[src/mhb_pkg.sv]
`timescale 1ns / 1ps
// ----------------------------------------------------------------------------
// Max-heap builder package
// Shared sizes, beat types and the compare-unit result type.
// ----------------------------------------------------------------------------
package mhb_pkg;

	localparam int HEAP_DEPTH = 64;
	localparam int KEY_W      = 32;
	localparam int IDX_W      = $clog2(HEAP_DEPTH);
	localparam int CNT_W      = $clog2(HEAP_DEPTH + 1);

	typedef logic signed [KEY_W-1:0] key_t;

	typedef struct packed {
		key_t key;
		logic last;
	} in_beat_t;

	typedef struct packed {
		key_t key_res;
		logic last_res;
		logic overflow;
	} out_beat_t;

	// Outcome of one sift step: which child, if any, moves up.
	typedef struct packed {
		logic take_left;
		logic take_right;
	} cmp_sel_t;

endpackage

[src/mhb_store.sv]
`timescale 1ns / 1ps
// ----------------------------------------------------------------------------
// Heap key store
// Single write port, single read port memory with registered read data.
// ----------------------------------------------------------------------------
module mhb_store (
	input  logic                      clk,
	input  logic                      we,
	input  logic [mhb_pkg::IDX_W-1:0] waddr,
	input  mhb_pkg::key_t             wdata,
	input  logic [mhb_pkg::IDX_W-1:0] raddr,
	output mhb_pkg::key_t             rdata
);
	import mhb_pkg::*;

	key_t mem_q [HEAP_DEPTH];

	always_ff @(posedge clk) begin
		if (we) begin
			mem_q[waddr] <= wdata;
		end
		rdata <= mem_q[raddr];
	end

endmodule

[src/mhb_cmp.sv]
`timescale 1ns / 1ps
// ----------------------------------------------------------------------------
// Sift compare unit
// Picks the larger child against the held key, left child on a tie.
// ----------------------------------------------------------------------------
module mhb_cmp (
	input  mhb_pkg::key_t    key,
	input  mhb_pkg::key_t    left,
	input  mhb_pkg::key_t    right,
	input  logic             left_ok,
	input  logic             right_ok,
	output mhb_pkg::cmp_sel_t sel
);
	import mhb_pkg::*;

	logic left_win;
	key_t best;
	logic right_win;

	always_comb begin
		left_win       = left_ok && (left > key);
		best           = left_win ? left : key;
		right_win      = right_ok && (right > best);
		sel.take_right = right_win;
		sel.take_left  = left_win && !right_win;
	end

endmodule

[src/max_heap_builder_unit.sv]
`timescale 1ns / 1ps
// ----------------------------------------------------------------------------
// Max-heap builder
// Loads a set of signed keys, heapifies them bottom-up and streams the heap.
// ----------------------------------------------------------------------------
// A key beat is taken at any rising edge where start is high and busy is low.
// The beat flagged last closes the set and the block raises busy while it
// builds the heap and streams it out. The build runs every node from n/2 down
// to the root through one compare unit and the single read and single write
// port of the key store: the fetch, take, left and right states open a node
// and test it against its children, the left and right states come again for
// each level the key sinks onto a node that still has children, and the place
// state writes the key when it sinks into a leaf. The results then follow on
// consecutive cycles, root first, one beat per cycle, each shown for exactly
// one cycle under strobe; the receiver cannot stall them, so it must take a
// beat on every strobe. The final beat carries last_res, and every beat of a
// set that lost keys to a full store carries overflow. busy falls in the cycle
// the last result is shown, so the next set may start loading right away.
// ----------------------------------------------------------------------------
module max_heap_builder_unit (
	input  logic              clk,
	input  logic              arst_n,
	input  logic              start,
	output logic              busy,
	input  mhb_pkg::in_beat_t key_item,
	output logic              strobe,
	output mhb_pkg::out_beat_t heap_item
);
	import mhb_pkg::*;

	// Sequencer states.
	typedef enum logic [6:0] {
		S_IDLE  = 7'b0000001,
		S_FETCH = 7'b0000010,
		S_TAKE  = 7'b0000100,
		S_LEFT  = 7'b0001000,
		S_RIGHT = 7'b0010000,
		S_PLACE = 7'b0100000,
		S_EMIT  = 7'b1000000
	} state_t;

	state_t                 state_q;
	logic [CNT_W-1:0]       count_q;     // keys held, later the heap size n
	logic                   ovf_q;       // a key was dropped in this set
	logic [CNT_W-2:0]       node_q;      // node being sifted, n/2 down to 1
	logic [CNT_W-1:0]       pos_q;       // current position of the sinking key
	key_t                   key_q;       // key being sifted
	key_t                   left_q;      // left child of pos_q
	logic [IDX_W-1:0]       emit_q;      // next store index to stream out

	logic                   strobe_s1;
	logic                   last_s1;
	logic                   ovf_s1;

	logic                   we;
	logic [IDX_W-1:0]       waddr;
	key_t                   wdata;
	logic [IDX_W-1:0]       raddr;
	key_t                   rdata;

	logic [CNT_W:0]         lpos;        // left child position of pos_q
	logic [CNT_W:0]         rpos;        // right child position of pos_q
	logic                   left_ok;
	logic                   right_ok;
	cmp_sel_t               sel;
	logic [CNT_W:0]         child_pos;
	logic [CNT_W:0]         child_lpos;  // left child of the chosen child
	logic                   child_has_kids;
	logic                   full;
	logic [CNT_W-1:0]       n_next;      // set size once this key is counted
	logic                   emit_last;

	mhb_store u_store (
		.clk   (clk),
		.we    (we),
		.waddr (waddr),
		.wdata (wdata),
		.raddr (raddr),
		.rdata (rdata)
	);

	// In the right-child state the store read data is the right child.
	mhb_cmp u_cmp (
		.key      (key_q),
		.left     (left_q),
		.right    (rdata),
		.left_ok  (left_ok),
		.right_ok (right_ok),
		.sel      (sel)
	);

	always_comb begin
		lpos           = {pos_q, 1'b0};
		rpos           = {pos_q, 1'b1};
		left_ok        = lpos <= {1'b0, count_q};
		right_ok       = rpos <= {1'b0, count_q};
		child_pos      = sel.take_right ? rpos : lpos;
		child_lpos     = {child_pos[CNT_W-1:0], 1'b0};
		child_has_kids = child_lpos <= {1'b0, count_q};
		full           = count_q == CNT_W'(HEAP_DEPTH);
		n_next         = full ? count_q : CNT_W'(count_q + 1'b1);
		emit_last      = {1'b0, emit_q} == CNT_W'(count_q - 1'b1);
	end

	// Store port steering. Reads issued here return data in the next state.
	always_comb begin
		we    = 1'b0;
		waddr = '0;
		wdata = key_q;
		raddr = '0;
		case (state_q)
			S_IDLE: begin
				we    = start && !full;
				waddr = count_q[IDX_W-1:0];
				wdata = key_item.key;
			end
			S_FETCH: begin
				raddr = IDX_W'(node_q - 1'b1);
			end
			S_TAKE: begin
				raddr = IDX_W'(lpos - 1'b1);
			end
			S_LEFT: begin
				// With no right child the index points past the heap or wraps; the data is ignored.
				raddr = IDX_W'(rpos - 1'b1);
			end
			S_RIGHT: begin
				we    = 1'b1;
				waddr = IDX_W'(pos_q - 1'b1);
				if (sel.take_left) begin
					wdata = left_q;
				end else if (sel.take_right) begin
					wdata = rdata;
				end
				raddr = IDX_W'(child_lpos - 1'b1);
			end
			S_PLACE: begin
				we    = 1'b1;
				waddr = IDX_W'(pos_q - 1'b1);
			end
			S_EMIT: begin
				raddr = emit_q;
			end
			default: begin
				we = 1'b0;
			end
		endcase
	end

	// Sequencer. The sinking key stays in key_q; each step moves the larger
	// child up into the hole, and the key is written once where it settles.
	always_ff @(posedge clk or negedge arst_n) begin
		if (!arst_n) begin
			state_q   <= S_IDLE;
			count_q   <= '0;
			ovf_q     <= 1'b0;
			node_q    <= '0;
			emit_q    <= '0;
			strobe_s1 <= 1'b0;
		end else begin
			strobe_s1 <= 1'b0;
			case (state_q)
				S_IDLE: begin
					emit_q <= '0;
					if (start) begin
						count_q <= n_next;
						if (full) begin
							ovf_q <= 1'b1;
						end
						if (key_item.last) begin
							node_q <= n_next[CNT_W-1:1];
							if (n_next[CNT_W-1:1] == '0) begin
								state_q <= S_EMIT;
							end else begin
								state_q <= S_FETCH;
							end
						end
					end
				end
				S_FETCH: begin
					state_q <= S_TAKE;
				end
				S_TAKE: begin
					state_q <= S_LEFT;
				end
				S_LEFT: begin
					state_q <= S_RIGHT;
				end
				S_RIGHT: begin
					if (sel.take_left || sel.take_right) begin
						state_q <= child_has_kids ? S_LEFT : S_PLACE;
					end else if (node_q == (CNT_W-1)'(1)) begin
						state_q <= S_EMIT;
					end else begin
						node_q  <= node_q - 1'b1;
						state_q <= S_FETCH;
					end
				end
				S_PLACE: begin
					if (node_q == (CNT_W-1)'(1)) begin
						state_q <= S_EMIT;
					end else begin
						node_q  <= node_q - 1'b1;
						state_q <= S_FETCH;
					end
				end
				S_EMIT: begin
					strobe_s1 <= 1'b1;
					emit_q    <= emit_q + 1'b1;
					if (emit_last) begin
						count_q <= '0;
						ovf_q   <= 1'b0;
						state_q <= S_IDLE;
					end
				end
				default: begin
					state_q <= S_IDLE;
				end
			endcase
		end
	end

	// Datapath registers, no reset needed.
	always_ff @(posedge clk) begin
		case (state_q)
			S_FETCH: begin
				pos_q <= {1'b0, node_q};
			end
			S_TAKE: begin
				key_q <= rdata;
			end
			S_LEFT: begin
				left_q <= rdata;
			end
			S_RIGHT: begin
				if (sel.take_left || sel.take_right) begin
					pos_q <= child_pos[CNT_W-1:0];
				end
			end
			S_EMIT: begin
				last_s1 <= emit_last;
				ovf_s1  <= ovf_q;
			end
			default: begin
				pos_q <= pos_q;
			end
		endcase
	end

	assign busy               = state_q != S_IDLE;
	assign strobe             = strobe_s1;
	assign heap_item.key_res  = rdata;
	assign heap_item.last_res = last_s1;
	assign heap_item.overflow = ovf_s1;

	// A result beat only follows a cycle spent streaming.
	a_strobe_after_emit: assert property (@(posedge clk) disable iff (!arst_n)
		strobe |-> $past(state_q == S_EMIT))
		else $error("result beat without a streaming cycle");

	// The last result of a set is never followed by another beat at once.
	a_last_ends_set: assert property (@(posedge clk) disable iff (!arst_n)
		(strobe && heap_item.last_res) |=> !strobe)
		else $error("result beat right after the final one");

	// The store never counts more keys than it can hold.
	a_count_bound: assert property (@(posedge clk) disable iff (!arst_n)
		count_q <= CNT_W'(HEAP_DEPTH))
		else $error("key count beyond store depth");

	// While sifting, the key sits inside the heap and has a left child to read.
	a_sift_pos: assert property (@(posedge clk) disable iff (!arst_n)
		(state_q == S_LEFT || state_q == S_RIGHT) |-> (pos_q != '0 && left_ok))
		else $error("sift position outside the heap");

	// Loading ends the moment the final key arrives.
	a_last_starts_build: assert property (@(posedge clk) disable iff (!arst_n)
		(start && !busy && key_item.last) |=> busy)
		else $error("final key did not start the build");

endmodule

[config.mk]
export PLATFORM = sky130hd
export DESIGN_NAME = max_heap_builder_unit
export DESIGN_NICKNAME = d
export VERILOG_FILES = /design/src/mhb_pkg.sv /design/src/mhb_store.sv /design/src/mhb_cmp.sv /design/src/max_heap_builder_unit.sv
export SDC_FILE = /design/constraint.sdc
export NUM_CORES = 2
export LEC_CHECK = 0
export BUFFER_PORTS_ARGS = -buffer_cell sky130_fd_sc_hd__buf_4
export CAP_MARGIN = 25
export CORE_MARGIN = 2
export CORE_UTILIZATION = 40
export DETAILED_ROUTE_END_ITERATION = 8
export PLACE_DENSITY = 0.54
export REMOVE_ABC_BUFFERS = 1
export SYNTH_ARGS = -nofsm -noshare
export SYNTH_HDL_FRONTEND = slang
export SYNTH_HIERARCHICAL = 1
export SYNTH_SLANG_ARGS = --single-unit
[constraint.sdc]
create_clock -name clk -period 7.55 [get_ports clk]
set_input_delay 0 -clock clk [delete_from_list [all_inputs] [get_ports clk]]
set_output_delay 0 -clock clk [all_outputs]
set_load 0.005 [all_outputs]
==> results.json <==
{
  "setup_skew_after_layout_ns": 0.0386,
  "cts.path.max_buffers": 3,
  "cts_tree": "built",
  "multi_input_comb_area_um2": 20800,
  "netlist_top_cells_area": "sky130_fd_sc_hd__edfxtp_1, sky130_fd_sc_hd__mux4_2, sky130_fd_sc_hd__mux2i_1",
  "finalWeightedCongestion": 0.878,
  "cts.root.buffer_cell": "sky130_fd_sc_hd__clkbuf_16",
  "timing_worst_slew_pin_value_ns": 1.09,
  "maximum_number_of_pins_on_one_net_before_global_route_repair": 83,
  "critical_path.slowest_cell": "sky130_fd_sc_hd__o32ai_1",
  "initial_core_utilization_pct": 40.3,
  "dominant_cell_by_count_in_the_synthesized_netlist": "sky130_fd_sc_hd__edfxtp_1",
  "ff2ff_setup_slack_ns": 0.28,
  "routed_wl_um": 243000,
  "worst_hold_path.num_cells": 3,
  "portion_of_synthesized_cell_area_occupied_by_the_leading_cell_type_pct": 73.6,
  "timing.critical_path.from": "key_q[23]",
  "finalCriticalPeriod_ns": 7.27,
  "peakVddDrop_mv": 0.243,
  "cts.clk_slew.worst_paths_ns": 0.07,
  "detail_route.drc_violations": 0,
  "antenna_found_initial": 15,
  "layoutNonFillerInstCount": 7540,
  "hold_violations": 0,
  "report.final.slew_viol_count": 0,
  "syn-mean-instance-area_um2": 20.7,
  "io_pins": 72,
  "ys_dominant_reg_cell": "sky130_fd_sc_hd__edfxtp_1",
  "worst-endpoint-required_ns": 8.22,
  "area_growth_syn_to_layout_pct": 14.8,
  "clock_buffers_created_by_tritoncts": 213,
  "crit_path_frequent_cell": "sky130_fd_sc_hd__ha_1",
  "highest_clock_rate_ghz": 0.138,
  "final_cycle_utilization_of_the_critical_path_pct": 96.3,
  "setup.worst_path.start_class": "flop",
  "vias_per_cell": 5.83,
  "critical_path_arrival_ns": 7.94,
  "cts_sinks": 2181,
  "synth.ff_latch_count": 2181,
  "placed_cells_incl_taps": 7128,
  "yosys.area.top_type": "sky130_fd_sc_hd__edfxtp_1",
  "per_cell_routed_wire_length_um": 32.2,
  "ys_top_cells_by_count": "sky130_fd_sc_hd__edfxtp_1, sky130_fd_sc_hd__mux4_2, sky130_fd_sc_hd__nor2_1",
  "route.antenna.remaining_nets": 0,
  "synthesis.area_um2": 86600,
  "synth-warning-count": 6,
  "drive_gt1_share_pct": 28.4,
  "setup_total_negative_slack_ns": 0,
  "globalRouteMet2Util_pct": 35.8,
  "power_per_cell_area_nw_per_um2": 235,
  "cellLeakagePower_nw": 23.9,
  "setup_violations": 0,
  "maxCapViolations": 0,
  "yosysSeqAreaShare_pct": 75.1,
  "dieArea_um2": 220000,
  "asr_flop_ratio_synth_pct": 1.28,
  "worstSetupEndpointType": "flop",
  "placeableCoreArea_um2": 215000,
  "chipHeight_um": 469,
  "drt-pass1-iter-count": 5,
  "hold_path_class": "in -> reg",
  "post_synth_num_cell_types": 81,
  "routed-via-count": 44000,
  "grtUsageMet3_pct": 3.81,
  "dp_hpwl_um": 147000,
  "grt_setup_unrepaired": "false",
  "grtUsageMet1_pct": 30.9,
  "number_of_drc_violations_after_detailed_routing_iteration_0": 5451,
  "num-fill-cells": 17900,
  "path_max_fanout": 28,
  "grt.busiest_layer": "met2",
  "vias_in_the_first_global_route": 43500,
  "worst_r2r_startpoint": "key_q[23]",
  "worst_skew_pair.late_latency_ns": 0.86,
  "cpPeakStageDelay_ns": 0.60,
  "timing.rr.end": "u_store/rdata[20]",
  "worst_r2r_path_cells": 28,
  "grtUsageTotal_pct": 21.9,
  "grt_first_pass_wirelength_um": 342000,
  "nNetsFinal": 4640,
  "ctsHtreeMaxLevel": 4,
  "floorplan.die.width_um": 469,
  "synthesis.instances": 4180,
  "synth-edff-count": 2121,
  "globalRoute.totalOverflow": 0,
  "min_delay_src": "key_item[20]",
  "floorplan.rows": 170,
  "max-slew-margin-rel_pct": 27.0,
  "seq_area_um2": 65000,
  "io_buffer_count": 71,
  "criticalPathCategory": "reg -> reg",
  "min_to": "u_store/mem_q[39][19]",
  "run_status": "finished, final reports clean"
}
-- worst max path at each step --
stage                              endpoint  slack (ns)  depth (start not counted)
final                     u_store/rdata[20]        0.28                         28
after global routing       u_store/rdata[7]        0.02                         29
after CTS                 u_store/rdata[19]        0.01                         31
after detailed placement   u_store/rdata[7]       -0.02                         31
after global placement     u_store/rdata[7]        0.03                         31
after floorplan           u_store/rdata[29]      -66.88                          9
-- layout make-up --
class	count	share of cell area, %
inverter	56	0.216
antenna	5	0.0126
tap	2838	3.57
sequential	2181	65.4
multi-input combinational	1711	20.9
clock buffer	265	5.58
timing repair buffer	356	3.14
clock inverter	128	1.13
-- cell families (layout without fill, tap and decap cells) --
family | Yosys count | count (layout) | share of synthesized area (%)
DFF | 2181 | 2181 | 75.1
muxes | 705 | 705 | 16.0
other | 0 | 5 | 0
buffers and inverters | 288 | 805 | 1.59
and+or+nand+nor | 479 | 479 | 2.59
AOI/OAI and AO/OA | 416 | 416 | 3.20
xor gates and xnor gates | 26 | 26 | 0.263
adders and majority gates | 85 | 85 | 1.23
-- power breakdown --
group | switching (mW) | leakage, nW | internal, mW
clock network | 4.60 | 3.26 | 5.70
logic | 0.0172 | 8.22 | 0.0160
registers | 0 | 12.4 | 13.1
total | 4.62 | 23.9 | 18.8
-- flip-flops by register name, summed over array words and instances (netlist names) --
signal / cells
pos_q: 7
count_q: 7
emit_q: 6
strobe: 1
key_q: 32
last_s1: 1
left_q: 32
state_q: 7
ovf_q: 1
node_q: 6
ovf_s1: 1
u_store/rdata: 32
u_store/mem_q: 2048
-- stage by stage --
stage                     power, mW  utilization (%)  hold slack (ns)  instance area (µm²)  setup WS, ns
after global placement         13.4             43.0          -0.0341                92500        0.0288
after CTS                      23.6             46.2           0.0927                99300        0.0133
after global routing           24.1             46.3            0.144                99400        0.0209
final                          23.4             46.3            0.149                99400         0.282
after floorplan                13.3                -           -0.296                85400        -66.88
after detailed placement       13.4             43.1          -0.0310                92500       -0.0174
-- worst max-delay path: cells and delay by family, from the launching register on --
family | cells | cell delay, ns
buffers and inverters | 6 | 1.04
XOR/XNOR | 1 | 0.37
adder cells (fa/ha/maj) | 3 | 0.91
AND/OR/NAND/NOR | 6 | 1.05
flip-flops | 1 | 0.39
multiplexers | 4 | 1.24
AO/OA/AOI/OAI | 8 | 2.08
-- placed cells by master (no fill, tap or decap), types with 7 or more instances in the layout --
cell type	count
sky130_fd_sc_hd__clkinv_2	46
sky130_fd_sc_hd__nand3_1	22
sky130_fd_sc_hd__inv_1	55
sky130_fd_sc_hd__buf_12	33
sky130_fd_sc_hd__a21o_1	11
sky130_fd_sc_hd__xnor2_1	15
sky130_fd_sc_hd__clkbuf_16	213
sky130_fd_sc_hd__mux4_2	544
sky130_fd_sc_hd__a21oi_1	127
sky130_fd_sc_hd__o221ai_1	29
sky130_fd_sc_hd__and3_1	10
sky130_fd_sc_hd__dfxtp_1	32
sky130_fd_sc_hd__nand4_1	16
sky130_fd_sc_hd__mux2i_1	158
sky130_fd_sc_hd__nor2_4	64
sky130_fd_sc_hd__o22ai_1	93
sky130_fd_sc_hd__nand3b_1	7
sky130_fd_sc_hd__clkinvlp_4	8
sky130_fd_sc_hd__nor2b_1	18
sky130_fd_sc_hd__nor3_1	23
sky130_fd_sc_hd__buf_4	316
sky130_fd_sc_hd__clkinv_1	41
sky130_fd_sc_hd__a221o_2	33
sky130_fd_sc_hd__edfxtp_1	2121
sky130_fd_sc_hd__bufinv_16	14
sky130_fd_sc_hd__nand2b_1	17
sky130_fd_sc_hd__o21ai_0	29
sky130_fd_sc_hd__xor2_1	11
sky130_fd_sc_hd__a311oi_1	8
sky130_fd_sc_hd__nand2_1	72
sky130_fd_sc_hd__ha_1	85
sky130_fd_sc_hd__dfrtp_1	27
sky130_fd_sc_hd__nor2_1	177
sky130_fd_sc_hd__clkbuf_1	50
sky130_fd_sc_hd__a22oi_1	17
-- routing by layer --
metal	vias to the layer above	part of all wire (%)
met5	-	0
met4	0	2.0
met3	289	6.9
met2	1629	49
met1	23900	42
li1	18100	-
-- repair_timing --
item | CTS | global route
gates resized for setup | 1 | 11
hold buffers | 6 | 0
endpoints found under the setup margin | 1 | 32
endpoints found under the hold margin | 60 | 0
buffers inserted | 0 | 7
Note: power is estimated with default switching activity, not from simulation.
